### config.mk
export PLATFORM = sky130hd
export DESIGN_NAME = pcmv_div
export DESIGN_NICKNAME = d
export VERILOG_FILES = /design/src/rtl/core/pcmv_pkg.sv /design/src/rtl/core/pcmv_div.sv
export SDC_FILE = /design/constraint.sdc
export NUM_CORES = 1
export LEC_CHECK = 0
export CAP_MARGIN = 10
export CELL_PAD_IN_SITES_DETAIL_PLACEMENT = 1
export CELL_PAD_IN_SITES_GLOBAL_PLACEMENT = 1
export CORE_ASPECT_RATIO = 1.1
export CORE_UTILIZATION = 50
export CTS_CLUSTER_DIAMETER = 30
export DETAILED_ROUTE_END_ITERATION = 12
export DONT_BUFFER_PORTS = 1
export GPL_TIMING_DRIVEN = 0
export MAX_ROUTING_LAYER = met4
export PLACE_DENSITY_LB_ADDON = 0.2
export SLEW_MARGIN = 20
export SYNTH_ARGS = -nofsm -noshare
export SYNTH_HDL_FRONTEND = slang
export SYNTH_SLANG_ARGS = --single-unit
### constraint.sdc
create_clock -name i_clk -period 3.6 [get_ports i_clk]
set_input_delay 0.72 -clock i_clk [delete_from_list [all_inputs] [get_ports i_clk]]
set_output_delay 0.72 -clock i_clk [all_outputs]
set_load 0.05 [all_outputs]
### src/rtl/core/pcmv_pkg.sv
// Shared constants for the per-channel mean and variance block.
`default_nettype none
package pcmv_pkg;
    localparam int CHANNELS  = 256;
    localparam int CH_W      = $clog2(CHANNELS);
    localparam int SMP_W     = 16;
    localparam int CNT_W     = 25;
    localparam int SUM_W     = 41;
    localparam int SQ_W      = 55;
    localparam int ENTRY_W   = CNT_W + SUM_W + SQ_W + 1;
    localparam int MAX_COUNT = 16777216;
    localparam int VAR_W     = 30;
    localparam int DIVD_W    = SQ_W;
    localparam int DIVS_W    = CNT_W;
    localparam int MEAN_W    = 17;
    localparam int MPROD_W   = MEAN_W + SUM_W + 1;
    localparam int SQR_W     = 2 * CNT_W;
endpackage
`default_nettype wire

### src/rtl/core/pcmv_div.sv
// Iterative restoring divider, one quotient bit per cycle.
`default_nettype none
module pcmv_div
    import pcmv_pkg::*;
(
    input  wire logic              i_clk,
    input  wire logic              i_rst_n,
    input  wire logic              i_start,
    input  wire logic [DIVD_W-1:0] i_dividend,
    input  wire logic [DIVS_W-1:0] i_divisor,
    output logic                   o_done,
    output logic      [DIVD_W-1:0] o_quo,
    output logic      [DIVS_W-1:0] o_rem
);
    localparam int STEP_W = $clog2(DIVD_W + 1);

    logic [STEP_W-1:0] r_steps;
    logic              r_run;
    logic [DIVS_W:0]   r_rem;
    logic [DIVD_W-1:0] r_quo;
    logic [DIVS_W-1:0] r_dvs;
    logic [DIVS_W:0]   shifted;
    logic              take;

    assign shifted = {r_rem[DIVS_W-1:0], r_quo[DIVD_W-1]};
    assign take    = shifted >= {1'b0, r_dvs};

    always_ff @(posedge i_clk) begin
        if (!i_rst_n) begin
            r_run   <= 1'b0;
            r_steps <= '0;
            o_done  <= 1'b0;
        end else begin
            o_done <= 1'b0;
            if (i_start) begin
                r_run   <= 1'b1;
                r_steps <= STEP_W'(DIVD_W);
                r_rem   <= '0;
                r_quo   <= i_dividend;
                r_dvs   <= i_divisor;
            end else if (r_run) begin
                r_rem   <= take ? shifted - {1'b0, r_dvs} : shifted;
                r_quo   <= {r_quo[DIVD_W-2:0], take};
                r_steps <= r_steps - 1'b1;
                if (r_steps == STEP_W'(1)) begin
                    r_run  <= 1'b0;
                    o_done <= 1'b1;
                end
            end
        end
    end

    assign o_quo = r_quo;
    assign o_rem = r_rem[DIVS_W-1:0];
endmodule
`default_nettype wire
==> results.md, run 1 <==
- Util after Layout: 0.596
- GP Congestion: roughly 0.84
- First-pass GRT wire length: 22100 um
- Endpoints failing setup: 0
- Seq cells post-synth: 113
- Initial antenna violation count: 3
- Clock Skew: 0.00816 ns
- Number of buffers created by CTS: 17
- Die width: ~110 um
- Grt ovf: 0
- Initial Util: 0.518
- CTS Buffer Depth: 2
- Commonest non-fill, non-tap cell in the layout: edfxtp_1
- Top post-synthesis cells by area: edfxtp_1 53%, mux2_2 10%, ha_1 5.6%
- Final #Nets: 614
- CP arrival: 3.60 ns
- CTS hold repair buffers: 0
- Max VDD drop: approximately 0.34 mV
- Synthesized area per cell: 12.5 um2
- Max-slew violation count: 0
- Leakage: 2.64 nW
- Met2 Wirelength: 7720 um
- Hold Crit Class: in -> reg
- Post-synth top area cell: edfxtp_1
- Post-synth top area share: 0.527
- Core ar.: 0.0115 mm2
- WL met1: 5310 um
- Most frequent cells in the layout: 105 x edfxtp_1, 54 x mux2_2, 40 x nor2_1
- Clock root buffer master: clkbuf_16
- Port Buffer Count: 0
- Gr usage total: 0.251
- Setup CP Type: reg -> reg
- H-tree Lvls: 4
- HPWL after DPL: 10200 um
- Largest net degree at the start of global routing: roughly 50
- ANT nets after route: 0
- Area grow syn2layout: 15.0%
- Sequential fraction of design power: 0.428
- Chip height: around 120 um
- MaxCap Viol Count: 0
- Seq/Total Area, Yosys: 0.554
- Vias per inst: 5.75
- I/O pin total: roughly 160
- Share of cells above drive strength 1: 0.200
- Clk_lat worst skew: 0.42 ns
- Comb pwr share: 0.165
- TritonRoute pass-1 iters: 4
- Kind of start point of the critical path: register
- Met3 WL post-DR: 1240 um
- Design area: slightly below 0.007 mm2
- Cell Int Power: around 3.1 mW
- Part of the cycle the worst path needs: 0.959
- Total Power: 4.45 mW
- Post-synth top flop: edfxtp_1
- Worst-margin pin slew: 0.724 ns
- Post-synth net total: 589
- Switching share of power: 0.300
- Worst slew margin: 0.517
- Wire per inst: 21.9 um
- Status: completed
- FP Rows: 41
- DR iter-0 viols: 153
- Synth warn: 0
- RSZ-0062 raised after global routing: no
- CP endpoint kind: register
- Fmax: roughly 0.29 GHz
- FFs w/ async S/R, synth: 0
- CTS Sinks: 113
- Area of the mapped netlist: 0.00598 mm2
- Number of global-route vias before repair: roughly 4300
- Critical path required time: 3.75 ns
- Syn Inst Count: between 400 and 500
- Clock transition at path regs: 0.06 ns
- Post-synth EDFFs: approximately 110
- Synth cell types: 50
- DIE AREA: 0.0124 mm2
- Total Neg Setup Slack: 0 ns
- Clk network pwr share: 0.407
- Area after DPL: 0.00620 mm2
- Overall routed net length: 14600 um
- Vias: 3847
- Tmin final: roughly 3.5 ns
- Crit Path Max Fanout: 7
- DRC viols: 0
- Final Hold Viols: 0
- PwrDens: 646 mW/mm2
- Psw: 1.34 mW
- DR top layer: met4
- TritonCTS clock tree: yes
cell type report:
| type | count | area [um2] |
|---|---|---|
| Fill cell | 1149 | 4660 |
| Sequential cell | 113 | 3310 |
| Multi-Input combinational cell | 310 | 2430 |
| Clock buffer | 23 | 478 |
| Tap cell | 150 | 188 |
| Clock inverter | 9 | 155 |
| Inverter | 37 | 139 |
| Buffer | 18 | 108 |
| Timing Repair Buffer | 6 | 57.6 |
| Antenna cell | 3 | 7.51 |
sequential cells by signal, summed over array words and instances (netlist names):
register and count:
o_done 1, o_quo 55, r_dvs 25, r_rem 25
r_run 1, r_steps 6
cells by family (layout without fill, tap and decap cells):
group                      count (synthesis)  in the layout  synth area share
DFF                                      113            113             0.554
and+or+nand+nor                          101            101            0.0776
AOI/OAI and AO/OA                         78             78            0.0893
muxes                                     77             77             0.140
buffers and inverters                     55             93            0.0412
adders and majority gates                 28             28            0.0598
xor gates and xnor gates                  26             26            0.0381
other                                      0              3                 0
worst max-delay path: stages, from the launching register on:
cell,delay [ns]
edfxtp_1,0.64
inv_2,0.14
ha_1,0.17
inv_1,0.06
fa_1,0.41
a21oi_2,0.21
o22ai_2,0.14
nand3_2,0.11
nand2_2,0.08
o31ai_4,0.25
nand4_1,0.15
a21oi_2,0.17
buf_6,0.16
buf_4,0.16
mux2i_1,0.24
nor2_1,0.08
routing by layer:
| metal | GRT usage | up-vias |
|---|---|---|
| li1 | - | 1802 |
| met1 | 0.243 | 1876 |
| met2 | 0.446 | 144 |
| met3 | 0.100 | 25 |
| met4 | 0.106 | 0 |
| met5 | - | - |
cell usage after synthesis, types with 2 or more instances:
library cell / n
nor2b_1: 2
o21ai_1: 5
nand2b_1: 3
xor2_1: 12
a21o_1: 7
nor2_1: 40
dfxtp_1: 8
nor3_1: 8
a21oi_1: 22
mux2i_1: 23
buf_12: 2
o21bai_1: 5
nand3_1: 11
nand4_1: 4
o21a_1: 7
a31oi_1: 5
mux2_2: 54
inv_1: 37
clkbuf_1: 13
o221ai_1: 2
nand2_1: 22
o21ai_0: 9
ha_1: 27
and2_1: 2
a21boi_0: 3
edfxtp_1: 105
buf_1: 2
a211oi_1: 3
xnor2_1: 14
metrics by stage:
stage	cells	hold WS [ns]	setup WS (ns)
3_5_place_dp	629	0.568	-0.0697
4_1_cts	661	0.376	0.0292
2_1_floorplan	478	0.508	0.317
3_3_place_gp	628	0.545	-0.680
6_report	669	0.392	0.149
5_1_grt	669	0.381	0.00220
repair_timing:
item	CTS	global route
setup buffers	0	5
endpoints found under the setup margin	16	16
pin swaps	0	2
resized for setup	2	0
final timing paths:
path	from	end	slack, ns	depth (start not counted)
max reg2reg	o_quo[54]$_DFFE_PP_	r_rem[4]$_SDFFCE_PP0P_	0.15	15
min reg2reg	r_steps[3]$_SDFFE_PP0P_	r_steps[3]$_SDFFE_PP0P_	0.58	2
max	o_quo[54]$_DFFE_PP_	r_rem[4]$_SDFFCE_PP0P_	0.15	15
min	i_divisor[1]	r_dvs[1]$_DFFE_PP_	0.39	0
power by group through the flow:
stage	Clock (mW)	Sequential, mW	Combinational (mW)
floorplan	0	1.90	0.563
global placement	0	1.93	0.672
detailed placement	0	1.93	0.706
CTS	1.83	1.90	0.723
global route	1.87	1.92	0.805
finish	1.81	1.90	0.732
Power figures use the tool's default switching activity.
==> inputs of run 2 (changes only) <==
--- a/config.mk
+++ b/config.mk
@@ -9,14 +9,15 @@
 export CELL_PAD_IN_SITES_DETAIL_PLACEMENT = 1
 export CELL_PAD_IN_SITES_GLOBAL_PLACEMENT = 1
 export CORE_ASPECT_RATIO = 1.1
-export CORE_UTILIZATION = 50
+export CORE_MARGIN = 2
+export CORE_UTILIZATION = 52
+export CTS_BUF_LIST = sky130_fd_sc_hd__clkbuf_4
 export CTS_CLUSTER_DIAMETER = 30
 export DETAILED_ROUTE_END_ITERATION = 12
 export DONT_BUFFER_PORTS = 1
 export GPL_TIMING_DRIVEN = 0
 export MAX_ROUTING_LAYER = met4
 export PLACE_DENSITY_LB_ADDON = 0.2
-export SLEW_MARGIN = 20
 export SYNTH_ARGS = -nofsm -noshare
 export SYNTH_HDL_FRONTEND = slang
 export SYNTH_SLANG_ARGS = --single-unit
==> results.md, run 2 (synthesized netlist as in run 1, its figures left out) <==
- Sequential fraction of design power: 0.529
- R2R cell count: 15
- Chip height: 116 um
- Hold Startpoint: i_divisor[2]
- Fmax: around 0.3 GHz
- Clk_lat worst skew: 0.52 ns
- DIE AREA: roughly 0.012 mm2
- Kind of start point of the critical path: register
- # placed instances: 629
- Share of cells above drive strength 1: 0.193
- Part of the cycle the worst path needs: 0.938
- Gr usage total: 0.232
- Largest net degree at the start of global routing: 55
- Cell Int Power: about 2.4 mW
- Wire per inst: 20.5 um
- Clock Skew: 0.0134 ns
- Endpoint, Worst Hold: r_dvs[2]$_DFFE_PP_
- Reg-to-Reg Start: o_quo[54]$_DFFE_PP_
- Worst slew margin: 0.550
- Die width: 106 um
- PwrDens: roughly 550 mW/mm2
- R2r setup slk: 0.22 ns
- FP Rows: 41
- DRC viols: 0
- Core ar.: 0.0113 mm2
- DR iter-0 viols: between 100 and 150
- Most frequent cells in the layout: 105 x edfxtp_1, 54 x mux2_2, 40 x nor2_1
- GP Congestion: 0.829
- Number of buffers created by CTS: 17
- Setup CP Type: reg -> reg
- Worst path cell trace: inv_2, ha_1, inv_1, fa_1, a21oi_2, o22ai_2, nand3_2, nand2_2, o31ai_4, nand4_1, a21oi_2, buf_6, buf_12, mux2i_1, nor2_1
- Reg-to-Reg End: r_rem[14]$_SDFFCE_PP0P_
- Crit Path Max Fanout: 10
- H-tree Lvls: 4
- Final Hold Viols: 0
- Number of global-route vias before repair: 4155
- Slowest-stage cell, CP: edfxtp_1
- I/O pin total: 164
- RSZ-0062 raised after global routing: no
- Initial antenna violation count: 2
- Grt ovf: 0
- Util after Layout: 0.576
- Final worst setup slack: 0.222 ns
- Total Neg Setup Slack: 0 ns
- Clock root buffer master: clkbuf_4
- Max VDD drop: 0.258 mV
- Hold Crit Class: in -> reg
- Total Power: approximately 3.6 mW
- Max-slew violation count: 0
- MaxCap Viol Count: 0
- TritonRoute pass-1 iters: 4
- Area grow syn2layout: 9.14%
- WHS Path Cells: 0
- Max incr delay on CP: 0.65 ns
- Tmin final: 3.38 ns
- First-pass GRT wire length: 20800 um
- HPWL after DPL: slightly above 10000 um
- Vias: 3789
- Endpoints failing setup: 0
- Clock transition at path regs: 0.11 ns
- CTS Buffer Depth: 2
- Overall routed net length: 13600 um
- ANT nets after route: 0
- Comb pwr share: 0.197
- Final #Nets: ~610
- Initial Util: 0.528
- Switching share of power: 0.338
- CTS Sinks: between 100 and 150
- Most numerous cell on the critical path: a21oi_2
- Max FFs per register: between 50 and 60
- Leakage: between 2 and 2.5 nW
- Clk network pwr share: 0.273
- TritonCTS clock tree: yes
- CP endpoint kind: register
- Vias per inst: 5.70
- Commonest non-fill, non-tap cell in the layout: edfxtp_1
- Fin cells: 665
- Worst-margin pin slew: 0.674 ns
- Psw: about 1.2 mW
- Port Buffer Count: 0
- CTS hold repair buffers: 0
- Pre-CTS WS: -0.0353 ns
- Status: completed
- Critical path required time: 3.86 ns
- CP arrival: 3.64 ns
==> run 2: cell count changes in the layout (fill, tap and decap cells not counted), sizes merged <==
cell,before,now
diode,3,2
clkinv,4,6
bufinv,4,3
clkinvlp,1,3
buf,11,9
clkbuf,36,32
==> run 2: final cells by class <==
type / count / area, um2
fillers: 1152 / 4810
flip-flops and latches: 113 / 3310
multi-input cells: 310 / 2430
well taps: 150 / 188
clock buffers: 19 / 143
clock inverters: 12 / 143
inverters: 37 / 139
plain buffers: 18 / 108
repair buffers: 4 / 57.6
diodes: 2 / 5.00
==> run 2: power by group through the flow <==
stage	clock network [mW]	registers (mW)	logic, mW
global route	1.04	1.91	0.788
floorplan	0	1.90	0.563
global placement	0	1.93	0.671
detailed placement	0	1.93	0.703
CTS	0.997	1.90	0.707
finish	0.979	1.90	0.707
==> run 2: worst max-delay path by stage <==
stage                             start                      end  slack [ns]  depth (start not counted)
finish              o_quo[54]$_DFFE_PP_  r_rem[14]$_SDFFCE_PP0P_        0.22                         15
floorplan                       i_rst_n       o_quo[0]$_DFFE_PP_        0.32                          2
global route        o_quo[54]$_DFFE_PP_  r_rem[14]$_SDFFCE_PP0P_        0.01                         15
global placement                i_start       o_quo[9]$_DFFE_PP_       -0.66                          2
detailed placement  o_quo[54]$_DFFE_PP_  r_rem[14]$_SDFFCE_PP0P_       -0.04                         15
CTS                 o_quo[54]$_DFFE_PP_  r_rem[14]$_SDFFCE_PP0P_        0.02                         15
==> run 2: timing repair <==
item                                   4_1_cts  5_1_grt
endpoints found under the hold margin        0        0
cloned                                       0        0
gates resized for setup                      1        1
pin swaps                                    0        1
setup endpoints to repair                    9       16
setup buffers                                0        2
==> run 2: layer usage <==
metal,vias to the layer above,share of wire,global-route usage
met5,-,0,-
met4,0,0.016,0.0930
met2,135,0.53,0.417
li1,1794,-,-
met3,15,0.082,0.0876
met1,1845,0.38,0.228
==> run 2: per-stage QoR <==
step | cell area [um2] | hold WS, ns
after global placement | 6170 | 0.546
after global routing | 6530 | 0.240
after floorplan | 5980 | 0.508
final | 6530 | 0.282
after CTS | 6490 | 0.236
after detailed placement | 6200 | 0.569
==> run 2: worst max-delay path, delay by kind of cell, from the launching register on <==
kind	cells	cell delay, ns
AOI/OAI and AO/OA	4	0.76
DFF	1	0.65
adders and majority gates	2	0.58
buffers and inverters	4	0.50
and+or+nand+nor	4	0.39
muxes	1	0.21
