`src/rtl/core/pcmv_ram.sv`:
```
// Generic single-port-write, registered-read RAM.
`default_nettype none
module pcmv_ram #(
    parameter int WIDTH = 8,
    parameter int DEPTH = 16
) (
    input  wire logic                     i_clk,
    input  wire logic                     i_we,
    input  wire logic [$clog2(DEPTH)-1:0] i_waddr,
    input  wire logic [WIDTH-1:0]         i_wdata,
    input  wire logic [$clog2(DEPTH)-1:0] i_raddr,
    output logic      [WIDTH-1:0]         o_rdata
);
    logic [WIDTH-1:0] r_mem [DEPTH];

    always_ff @(posedge i_clk) begin
        if (i_we) begin
            r_mem[i_waddr] <= i_wdata;
        end
        o_rdata <= r_mem[i_raddr];
    end
endmodule
`default_nettype wire

```
`config.mk`:
```
export PLATFORM = sky130hd
export DESIGN_NAME = pcmv_ram
export DESIGN_NICKNAME = d
export VERILOG_FILES = /design/src/rtl/core/pcmv_ram.sv
export SDC_FILE = /design/constraint.sdc
export NUM_CORES = 1
export LEC_CHECK = 0
export ABC_AREA = 1
export BUFFER_PORTS_ARGS = -buffer_cell sky130_fd_sc_hd__buf_2
export CAP_MARGIN = 20
export CORE_ASPECT_RATIO = 0.7
export CORE_UTILIZATION = 57
export CTS_BUF_LIST = sky130_fd_sc_hd__clkbuf_16
export DETAILED_ROUTE_END_ITERATION = 16
export PLACE_DENSITY_LB_ADDON = 0.1
export REMOVE_ABC_BUFFERS = 1
export SYNTH_ARGS = -nofsm -noshare
export SYNTH_HDL_FRONTEND = slang
export SYNTH_SLANG_ARGS = --single-unit
```
`constraint.sdc`:
```
create_clock -name i_clk -period 3.05 [get_ports i_clk]
set_clock_uncertainty 0.1 [all_clocks]
set_input_delay 0 -clock i_clk [delete_from_list [all_inputs] [get_ports i_clk]]
set_output_delay 0 -clock i_clk [all_outputs]
set_load 0.05 [all_outputs]
```
==> results of run 1 <==
==> cells in the mapped netlist <==
master    count
nor2_1       17
dfxtp_1       8
nand3_1      97
buf_4         4
buf_1         1
nand2_1     173
buf_2        13
inv_1       100
nand3b_1      2
inv_2         2
buf_6         6
edfxtp_1    128
==> layout make-up <==
| type | instances | share of cell area |
|---|---|---|
| timing repair buffer | 39 | 0.0410 |
| multi-input combinational | 289 | 0.184 |
| clock buffer | 17 | 0.0645 |
| inverter | 102 | 0.0581 |
| tap | 128 | 0.0243 |
| clock inverter | 15 | 0.0209 |
| sequential | 136 | 0.607 |
==> critical path, stage by stage <==
cell and delay (ns):
dlygate4sd3_1 0.53, buf_2 0.24, inv_1 0.44, nand3_1 0.21, nand3_1 0.13, dlygate4sd3_1 0.57, nand2_1 0.05
==> sequential cells by signal, indices dropped and copies added (netlist names) <==
register,count
r_mem,128
o_rdata,8
==> cells by family (layout without fill, tap and decap cells) <==
kind of cell	count (synthesis)	after routing	share of synthesized area
flip-flops	136	136	0.694
buffers and inverters	126	173	0.0952
AND/OR/NAND/NOR	289	289	0.210
==> how the worst max path moves through the flow <==
stage | slack (ns) | cells after the start | end
after floorplan | 1.97 | 6 | o_rdata[2]
after global placement | 1.54 | 7 | o_rdata[1]
after detailed placement | 1.53 | 7 | o_rdata[1]
after CTS | 1.15 | 7 | o_rdata[4]
after global routing | 0.98 | 7 | o_rdata[4]
final | 1.08 | 7 | o_rdata[4]
==> per-layer routing <==
metal | vias up | global-route usage | wire [µm]
met4 | 0 | 0.0887 | 187
li1 | 1844 | - | -
met3 | 25 | 0.0718 | 1170
met1 | 1849 | 0.377 | 5610
met2 | 185 | 0.397 | 5810
met5 | - | 0 | 0
==> through the flow <==
stage / util / setup WS (ns) / area (µm²) / cells
after CTS: 0.676 / 1.15 / 6590 / 726
after global routing: 0.676 / 0.982 / 6590 / 726
after floorplan: - / 1.97 / 5600 / 527
after global placement: 0.607 / 1.54 / 5920 / 683
after detailed placement: 0.607 / 1.53 / 5920 / 683
final: 0.676 / 1.08 / 6590 / 726
==> power by group through the flow <==
stage	clock (W)	sequential, W	combinational (W)
after CTS	0.00195	0.00210	0.000296
final	0.00195	0.00210	0.000297
after floorplan	0	0.00218	0.000113
after global routing	0.00203	0.00211	0.000323
after detailed placement	0	0.00214	0.000283
after global placement	0	0.00214	0.000280
==> layout by cell type, fill, tap and decap left out <==
master         netlist  layout
clkinv_4             0       3
edfxtp_1           128     128
inv_2                2       2
dlygate4sd3_1        0      11
bufinv_16            0       2
buf_2               13      25
dfxtp_1              8       8
clkinv_2             0       5
buf_12               0       1
inv_1              100     101
nor2_1              17      17
clkinv_1             0       2
nand2_1            173     173
nand3_1             97      97
clkbuf_16            0      17
clkinvlp_4           0       2
nand3b_1             2       2
buf_4                4       2
==> results.md, run 1 <==
- Final setup viols: 0
- ANT nets after route: 0
- Comb pwr share: 0.068
- Sw Share: 0.228
- Setup TNS Final: 0 ns
- Setup bufs post-CTS: 0
- Pre-antenna DRT Iters: 7
- Hold buffers post-CTS: 11
- Fin. Hold Viols: 0
- Sequential-to-total area share from yosys stat: 0.694
- Grt ovf: 0
- Port bufs: 25
- Pwr/cell area: 659 nW/µm²
- Worst setup startpoint: i_raddr[2]
- Die ar.: 10500 µm²
- Pwr Total: 0.00435 W
- Clock Path Buffers: 2
- Fillers: 742
- Layout cells sized above 1: 0.0987
- Hold crit path type: in -> reg
- Vias per inst: 5.38
- Via total after detailed routing: 3903
- Synth Warn #: 0
- Clk root buf: clkbuf_16
- Worst hold slack: 0.123 ns
- Die H: 86.2 µm
- Worst R2R End: o_rdata[4]
- Max Slew Vio Count: 0
- Total Nets Final: 603
- Leakage: 2.86 nW
- Area Overhead vs Synth: 14.3%
- Clock group share of total power: 0.448
- Synth area leader: edfxtp_1
- Initial antenna violation count: 0
- Die W: 122 µm
- Reg clk slew, reported paths: 0.06 ns
- Ports: 26
- Worst IR Drop VDD: 515 µV
- Gate count after technology mapping: 551
- GPL Wtd Cong: 0.877
- Setup crit end kind: register
- Startpoint types: input port
- Starting density of the core: 0.591
- Status: finished, final reports clean
- Distinct cell type count after synthesis: 12
- Area of the multi-input gates: 1210 µm²
- Period utilization: 0.646
- N_diodes: 0
- Slew Limit Headroom: 0.434
- H-Tree Depth: 4
- Critical path data required time: 3.26 ns
- R2r setup slk: 1.38 ns
- Worst Hold Launch: i_we
- R2R depth: 7
- RR Startpoint: r_mem[11][4]
- Pint: 0.00336 W
- Share of the synthesized area in the top cell type: 0.667
- Clk sinks: 136
- Core box area: 9760 µm²
- Synth top area cells: edfxtp_1, nand2_1, nand3_1
- Routed wire length: 12800 µm
- Dpl hpwl: 7950 µm
- F_max: 507 MHz
- Clk Latency, worst-skew pair: 0.42 ns
- CP Max Fanout: 17
- Tightest Pin Transition: 0.845 ns
- End of the worst hold path: r_mem[0][2]
- WL per Instance: 17.6 µm
- CTS tree: done
- Setup CP Type: in -> reg
- Cell area after synthesis: 5770 µm²
- Sequential share of power: 0.484
- WHS Path Cells: 3
- Post-Syn Area per Cell: 10.5 µm²
- Flop and latch count out of synthesis: 136
- Post-CTS sizing: 0
- FF+latch area: 4000 µm²
- Rows: 30
- DRC viols: 0
- Largest net degree at the start of global routing: 65
- CTS Buf Count: 17
- First-pass GRT wire length: 19500 µm
- Crit path DAT: 2.18 ns
- # Max-Cap Violations: 0
- Net Switching: 0.000992 W
- Final min period: 1.97 ns
- Unrepaired setup endpoints after global routing: false
- GRT Util Overall: 0.265
- Iter 0 DRT Violations: 483
- Vias in the first global route: 3633
Note: power is estimated with default switching activity, not from simulation.
==> inputs of run 2 (changes only) <==
- clock period: 3.05 -> 2 ns (I/O delays scaled with it)
==> results.md, run 2 (synthesis gave the netlist of run 1 again) <==
- CTS tree: done
- Total Nets Final: 615 (+2.0%)
- Cell family with the largest share of critical-path delay: flip-flops
- Clk root buf: clkbuf_16
- F_max: 818 MHz
- Core box area: 9760 µm² (unchanged)
- Vias in the first global route: 3735 (+2.8%)
- WL per Instance: 18.3 µm (+3.7%)
- Post-CTS sizing: 0 (unchanged)
- # Max-Cap Violations: 0 (unchanged)
- Sequential share of power: 0.498 (+0.014)
- Hold crit path type: in -> reg
- N_diodes: 0 (unchanged)
- Setup bufs post-CTS: 0 (unchanged)
- Non-filler instance count after layout: 737 (+1.5%)
- FF+latch area: 4000 µm² (unchanged)
- Stages on the worst setup path: 1 (-6)
- Max reg flops: 128 (unchanged)
- Fin. Hold Viols: 0 (unchanged)
- Grt ovf: 0 (unchanged)
- H-Tree Depth: 4 (unchanged)
- Initial antenna violation count: 0 (unchanged)
- Crit path DAT: 1.12 ns (-1.06 ns)
- Period utilization: 0.611
- Unrepaired setup endpoints after global routing: false
- Sw Share: 0.229 (+0.000703)
- Status: finished, final reports clean
- Largest registers: r_mem x128, o_rdata x8
- GRT Util Overall: 0.281 (+0.0164)
- Fillers: 738 (-0.54%)
- Final setup viols: 0 (unchanged)
- Area of the multi-input gates: 1210 µm² (unchanged)
- Via total after detailed routing: 3967 (+1.6%)
- Net Switching: 0.00148 W (+49%)
- Routed wire length: 13500 µm (+5.3%)
- Setup crit end kind: output pin
- Slowest CP cell: dfxtp_1
- Starting density of the core: 0.591 (unchanged)
- Pint: 0.00497 W (+48%)
- Max Slew Vio Count: 0 (unchanged)
- Biggest register: r_mem
- Critical path data required time: 1.90 ns (-1.36 ns)
- Vias per inst: 5.38 (+0.12%)
- DRC viols: 0 (unchanged)
- WHS Path Cells: 5 (+2)
- Final min period: 1.22 ns
- Dpl hpwl: 7890 µm (-0.78%)
- ANT nets after route: 0 (unchanged)
- Largest net degree at the start of global routing: 65 (unchanged)
- Most frequent cells in the layout: nand2_1, edfxtp_1, inv_1, nand3_1, buf_2
- First-pass GRT wire length: 20400 µm (+4.6%)
- Setup Slack @ Placement: 0.593 ns (-0.935 ns)
- R2R depth: 6 (-1)
- Die ar.: 10500 µm² (unchanged)
- Tightest Pin Transition: 0.755 ns (-0.0903 ns)
- Post-layout util: 0.681 (+0.00538)
- Iter 0 DRT Violations: 528 (+9.3%)
- Startpoint types: register
- Crit path buf inv count: 1 (-3)
- Clock group share of total power: 0.429 (-0.019)
- Biggest cell delay along the critical path: 0.40 ns (-0.17 ns)
- Rows: 30 (unchanged)
- Hold buffers post-CTS: 9 (-2)
- CP Max Fanout: 1 (-16)
- Die H: 86.2 µm (unchanged)
- Setup CP Type: reg -> out
- Clock Path Buffers: 2 (unchanged)
- Commonest non-fill, non-tap cell in the layout: nand2_1
- Layout cells sized above 1: 0.112 (+0.0130)
- Ports: 26 (unchanged)
- Setup TNS Final: 0 ns (unchanged)
- Slew Limit Headroom: 0.495 (+0.0604)
- Pwr/cell area: 970 nW/µm² (+47%)
- CTS Buf Count: 17 (unchanged)
- Placed cell count: 697 (+2.0%)
- Clk sinks: 136 (unchanged)
- Setup ws final: 0.778 ns (-0.300 ns)
- GPL Wtd Cong: 0.829 (-5.4%)
- Worst IR Drop VDD: 711 µV (+38%)
- Area Overhead vs Synth: 15.3%
- Comb pwr share: 0.073 (+0.005)
- Die W: 122 µm (unchanged)
- Reg clk slew, reported paths: 0.06 ns (about the same)
- Clk Latency, worst-skew pair: 0.42 ns (about the same)
- Crit-path cells: buf_2
- Pre-antenna DRT Iters: 5 (-2)
- Leakage: 2.91 nW (+1.8%)
- Port bufs: 25 (unchanged)
## run 2: cell count changes in the layout (fill, tap and decap cells not counted), moves of 2 or more
cell / change
dlygate4sd3_1: -2
clkinv_1: +4
buf_4: +13
clkinv_4: -2
## run 2: worst paths after layout
kind | startpoint | to | slack [ns]
max reg2reg | r_mem[4][5] | o_rdata[5] | 0.82
max | o_rdata[5] | o_rdata[5] | 0.78
min | i_raddr[2] | o_rdata[3] | 0.09
min reg2reg | r_mem[10][3] | o_rdata[3] | 0.57
## run 2: through the flow
stage                     total power [W]  hold WS, ns  cell area, µm²
after floorplan                   0.00350     -0.00113            5600
final                             0.00645       0.0938            6650
after CTS                         0.00645       0.0790            6650
after detailed placement          0.00372        0.267            6040
after global placement            0.00371        0.269            6040
after global routing              0.00662        0.107            6650
## run 2: layout make-up
class | count | share of cell area
multi-input cells | 289 | 0.183
clock inverters | 14 | 0.0139
inverters | 102 | 0.0576
repair buffers | 51 | 0.0553
flip-flops and latches | 136 | 0.602
well taps | 128 | 0.0241
clock buffers | 17 | 0.0640
## run 2: routing by layer
| metal | GRT usage | wire length (µm) |
|---|---|---|
| met2 | 0.411 | 6040 |
| met1 | 0.398 | 5870 |
| met5 | 0 | 0 |
| met3 | 0.0911 | 1270 |
| met4 | 0.0953 | 266 |
## run 2: power by group through the flow
stage	clock, W	sequential, W	combinational, W
finish	0.00277	0.00321	0.000470
global route	0.00289	0.00321	0.000512
CTS	0.00278	0.00321	0.000467
detailed placement	0	0.00327	0.000449
global placement	0	0.00327	0.000444
floorplan	0	0.00333	0.000172
==> inputs of run 3 (changes only) <==
- clock period: 2 -> 1.2 ns (I/O delays scaled with it)
==> results.md, run 3 (synthesis gave the netlist of run 1 again) <==
- Vias per inst: 5.22 (-3.0%)
- Setup TNS Final: 0 ns (unchanged)
- CTS tree: done
- N_diodes: 0 (unchanged)
- Commonest non-fill, non-tap cell in the layout: nand2_1
- CP Max Fanout: 16 (+15)
- Cell family with the largest share of critical-path delay: buffers and inverters
- Largest registers: r_mem x128, o_rdata x8
- Setup crit end kind: register
- Starting density of the core: 0.591 (unchanged)
- Critical path data required time: 1.46 ns (-0.44 ns)
- Clk root buf: clkbuf_16
- Vias in the first global route: 3769 (+0.91%)
- Clock Path Buffers: 2 (unchanged)
- Crit path DAT: 1.41 ns (+0.29 ns)
- F_max: 869 MHz
- Port bufs: 25 (unchanged)
- Crit path buf inv count: 4 (+3)
- # Max-Cap Violations: 0 (unchanged)
- Total Nets Final: 643 (+4.6%)
- Ports: 26 (unchanged)
- Leakage: 3.09 nW (+6.3%)
- Clk sinks: 136 (unchanged)
- First-pass GRT wire length: 20500 µm (+0.82%)
- DRC viols: 0 (unchanged)
- Max Slew Vio Count: 0 (unchanged)
- Die H: 86.2 µm (unchanged)
- GRT Util Overall: 0.279 (-0.00228)
- Max reg flops: 128 (unchanged)
- Die ar.: 10500 µm² (unchanged)
- Initial antenna violation count: 0 (unchanged)
- Setup bufs post-CTS: 0 (unchanged)
- Rows: 30 (unchanged)
- Fin. Hold Viols: 0 (unchanged)
- Status: finished, final reports clean
- GPL Wtd Cong: 0.874 (+5.5%)
- CTS Buf Count: 17 (unchanged)
- Startpoint types: input port
- Via total after detailed routing: 4000 (+0.83%)
- Pre-antenna DRT Iters: 5 (unchanged)
- Non-filler instance count after layout: 766 (+3.9%)
- Die W: 122 µm (unchanged)
- Core box area: 9760 µm² (unchanged)
- Grt ovf: 0 (unchanged)
- Placed cell count: 722 (+3.6%)
- Pwr/cell area: 1550 nW/µm² (+60%)
- Period utilization: 0.959
- Iter 0 DRT Violations: 477 (-9.7%)
- WL per Instance: 17.5 µm (-4.2%)
- Worst IR Drop VDD: 1270 µV (+79%)
- Worst hold slack: 0.122 ns (+0.0285 ns)
- Largest net degree at the start of global routing: 33 (-49%)
- Biggest register: r_mem
- Layout cells sized above 1: 0.144 (+0.0325)
- Routed wire length: 13400 µm (-0.46%)
- ANT nets after route: 0 (unchanged)
- Setup CP Type: in -> reg
- Slew Limit Headroom: 0.752 (+0.257)
- Final setup viols: 0 (unchanged)
- Reg clk slew, reported paths: 0.06 ns (about the same)
- Crit-path cells: dlygate4sd3_1, buf_4, inv_4, buf_12, nand3_1, nand3_1, nand3_1, nand2_1
- Slowest CP cell: dlygate4sd3_1
- Hold crit path type: in -> reg
- Final min period: 1.15 ns
- Most frequent cells in the layout: nand2_1, edfxtp_1, inv_1, nand3_1, buf_4
- Biggest cell delay along the critical path: 0.53 ns (+0.13 ns)
- Dpl hpwl: 8340 µm (+5.7%)
- Tightest Pin Transition: 0.372 ns (-0.383 ns)
- Crit path top cell by count: nand3_1
- H-Tree Depth: 4 (unchanged)
- Unrepaired setup endpoints after global routing: false
- Clk Latency, worst-skew pair: 0.42 ns (about the same)
- Area Overhead vs Synth: 19.9%
[run 3: tightest hold or removal path: stages]
cell and delay, ns:
buf_2 0.13, nand2_1 0.13, nor2_1 0.07, buf_4 0.14
[run 3: area by class of cell]
type	count	area (µm²)
multi-input combinational	289	1220
fill	721	2850
tap	128	160
timing repair buffer	79	628
clock buffer	17	425
inverter	102	385
sequential	136	4000
clock inverter	15	85.1
[run 3: metrics by stage]
step / cell area [µm²] / total power [W] / worst slack (ns) / util
floorplan: 5600 / 0.00583 / 0.120 / -
global placement: 6250 / 0.00623 / 0.0244 / 0.641
detailed placement: 6250 / 0.00624 / 0.0127 / 0.641
CTS: 6870 / 0.0107 / 0.0357 / 0.704
global route: 6910 / 0.0110 / 0.0223 / 0.708
finish: 6910 / 0.0107 / 0.0486 / 0.708
[run 3: routing by layer]
layer  vias up  wire, µm  track usage
li1       1925         -            -
met2       171      6080        0.398
met4         0       185        0.109
met1      1882      6130        0.406
met5         -         0            0
met3        22       995       0.0785
[run 3: worst paths after layout]
| check | to | slack, ns | start | cells past startpoint |
|---|---|---|---|---|
| worst max-delay path | o_rdata[3] | 0.05 | i_raddr[1] | 8 |
| worst min register to register | o_rdata[4] | 0.57 | r_mem[3][4] | 6 |
| worst max register to register | o_rdata[0] | 0.12 | r_mem[12][0] | 6 |
| worst min-delay path | r_mem[3][4] | 0.12 | i_we | 4 |
[run 3: report_power, final]
group	switching, W	internal [W]
Sequential	0.0000329	0.00531
Combinational	0.000580	0.000276
Clock	0.00176	0.00274
Total	0.00237	0.00833
[run 3: repair_timing]
action	CTS	global route
endpoints found under the hold margin	136	0
gates resized for setup	0	5
endpoints found under the setup margin	0	3
hold buffers	11	0
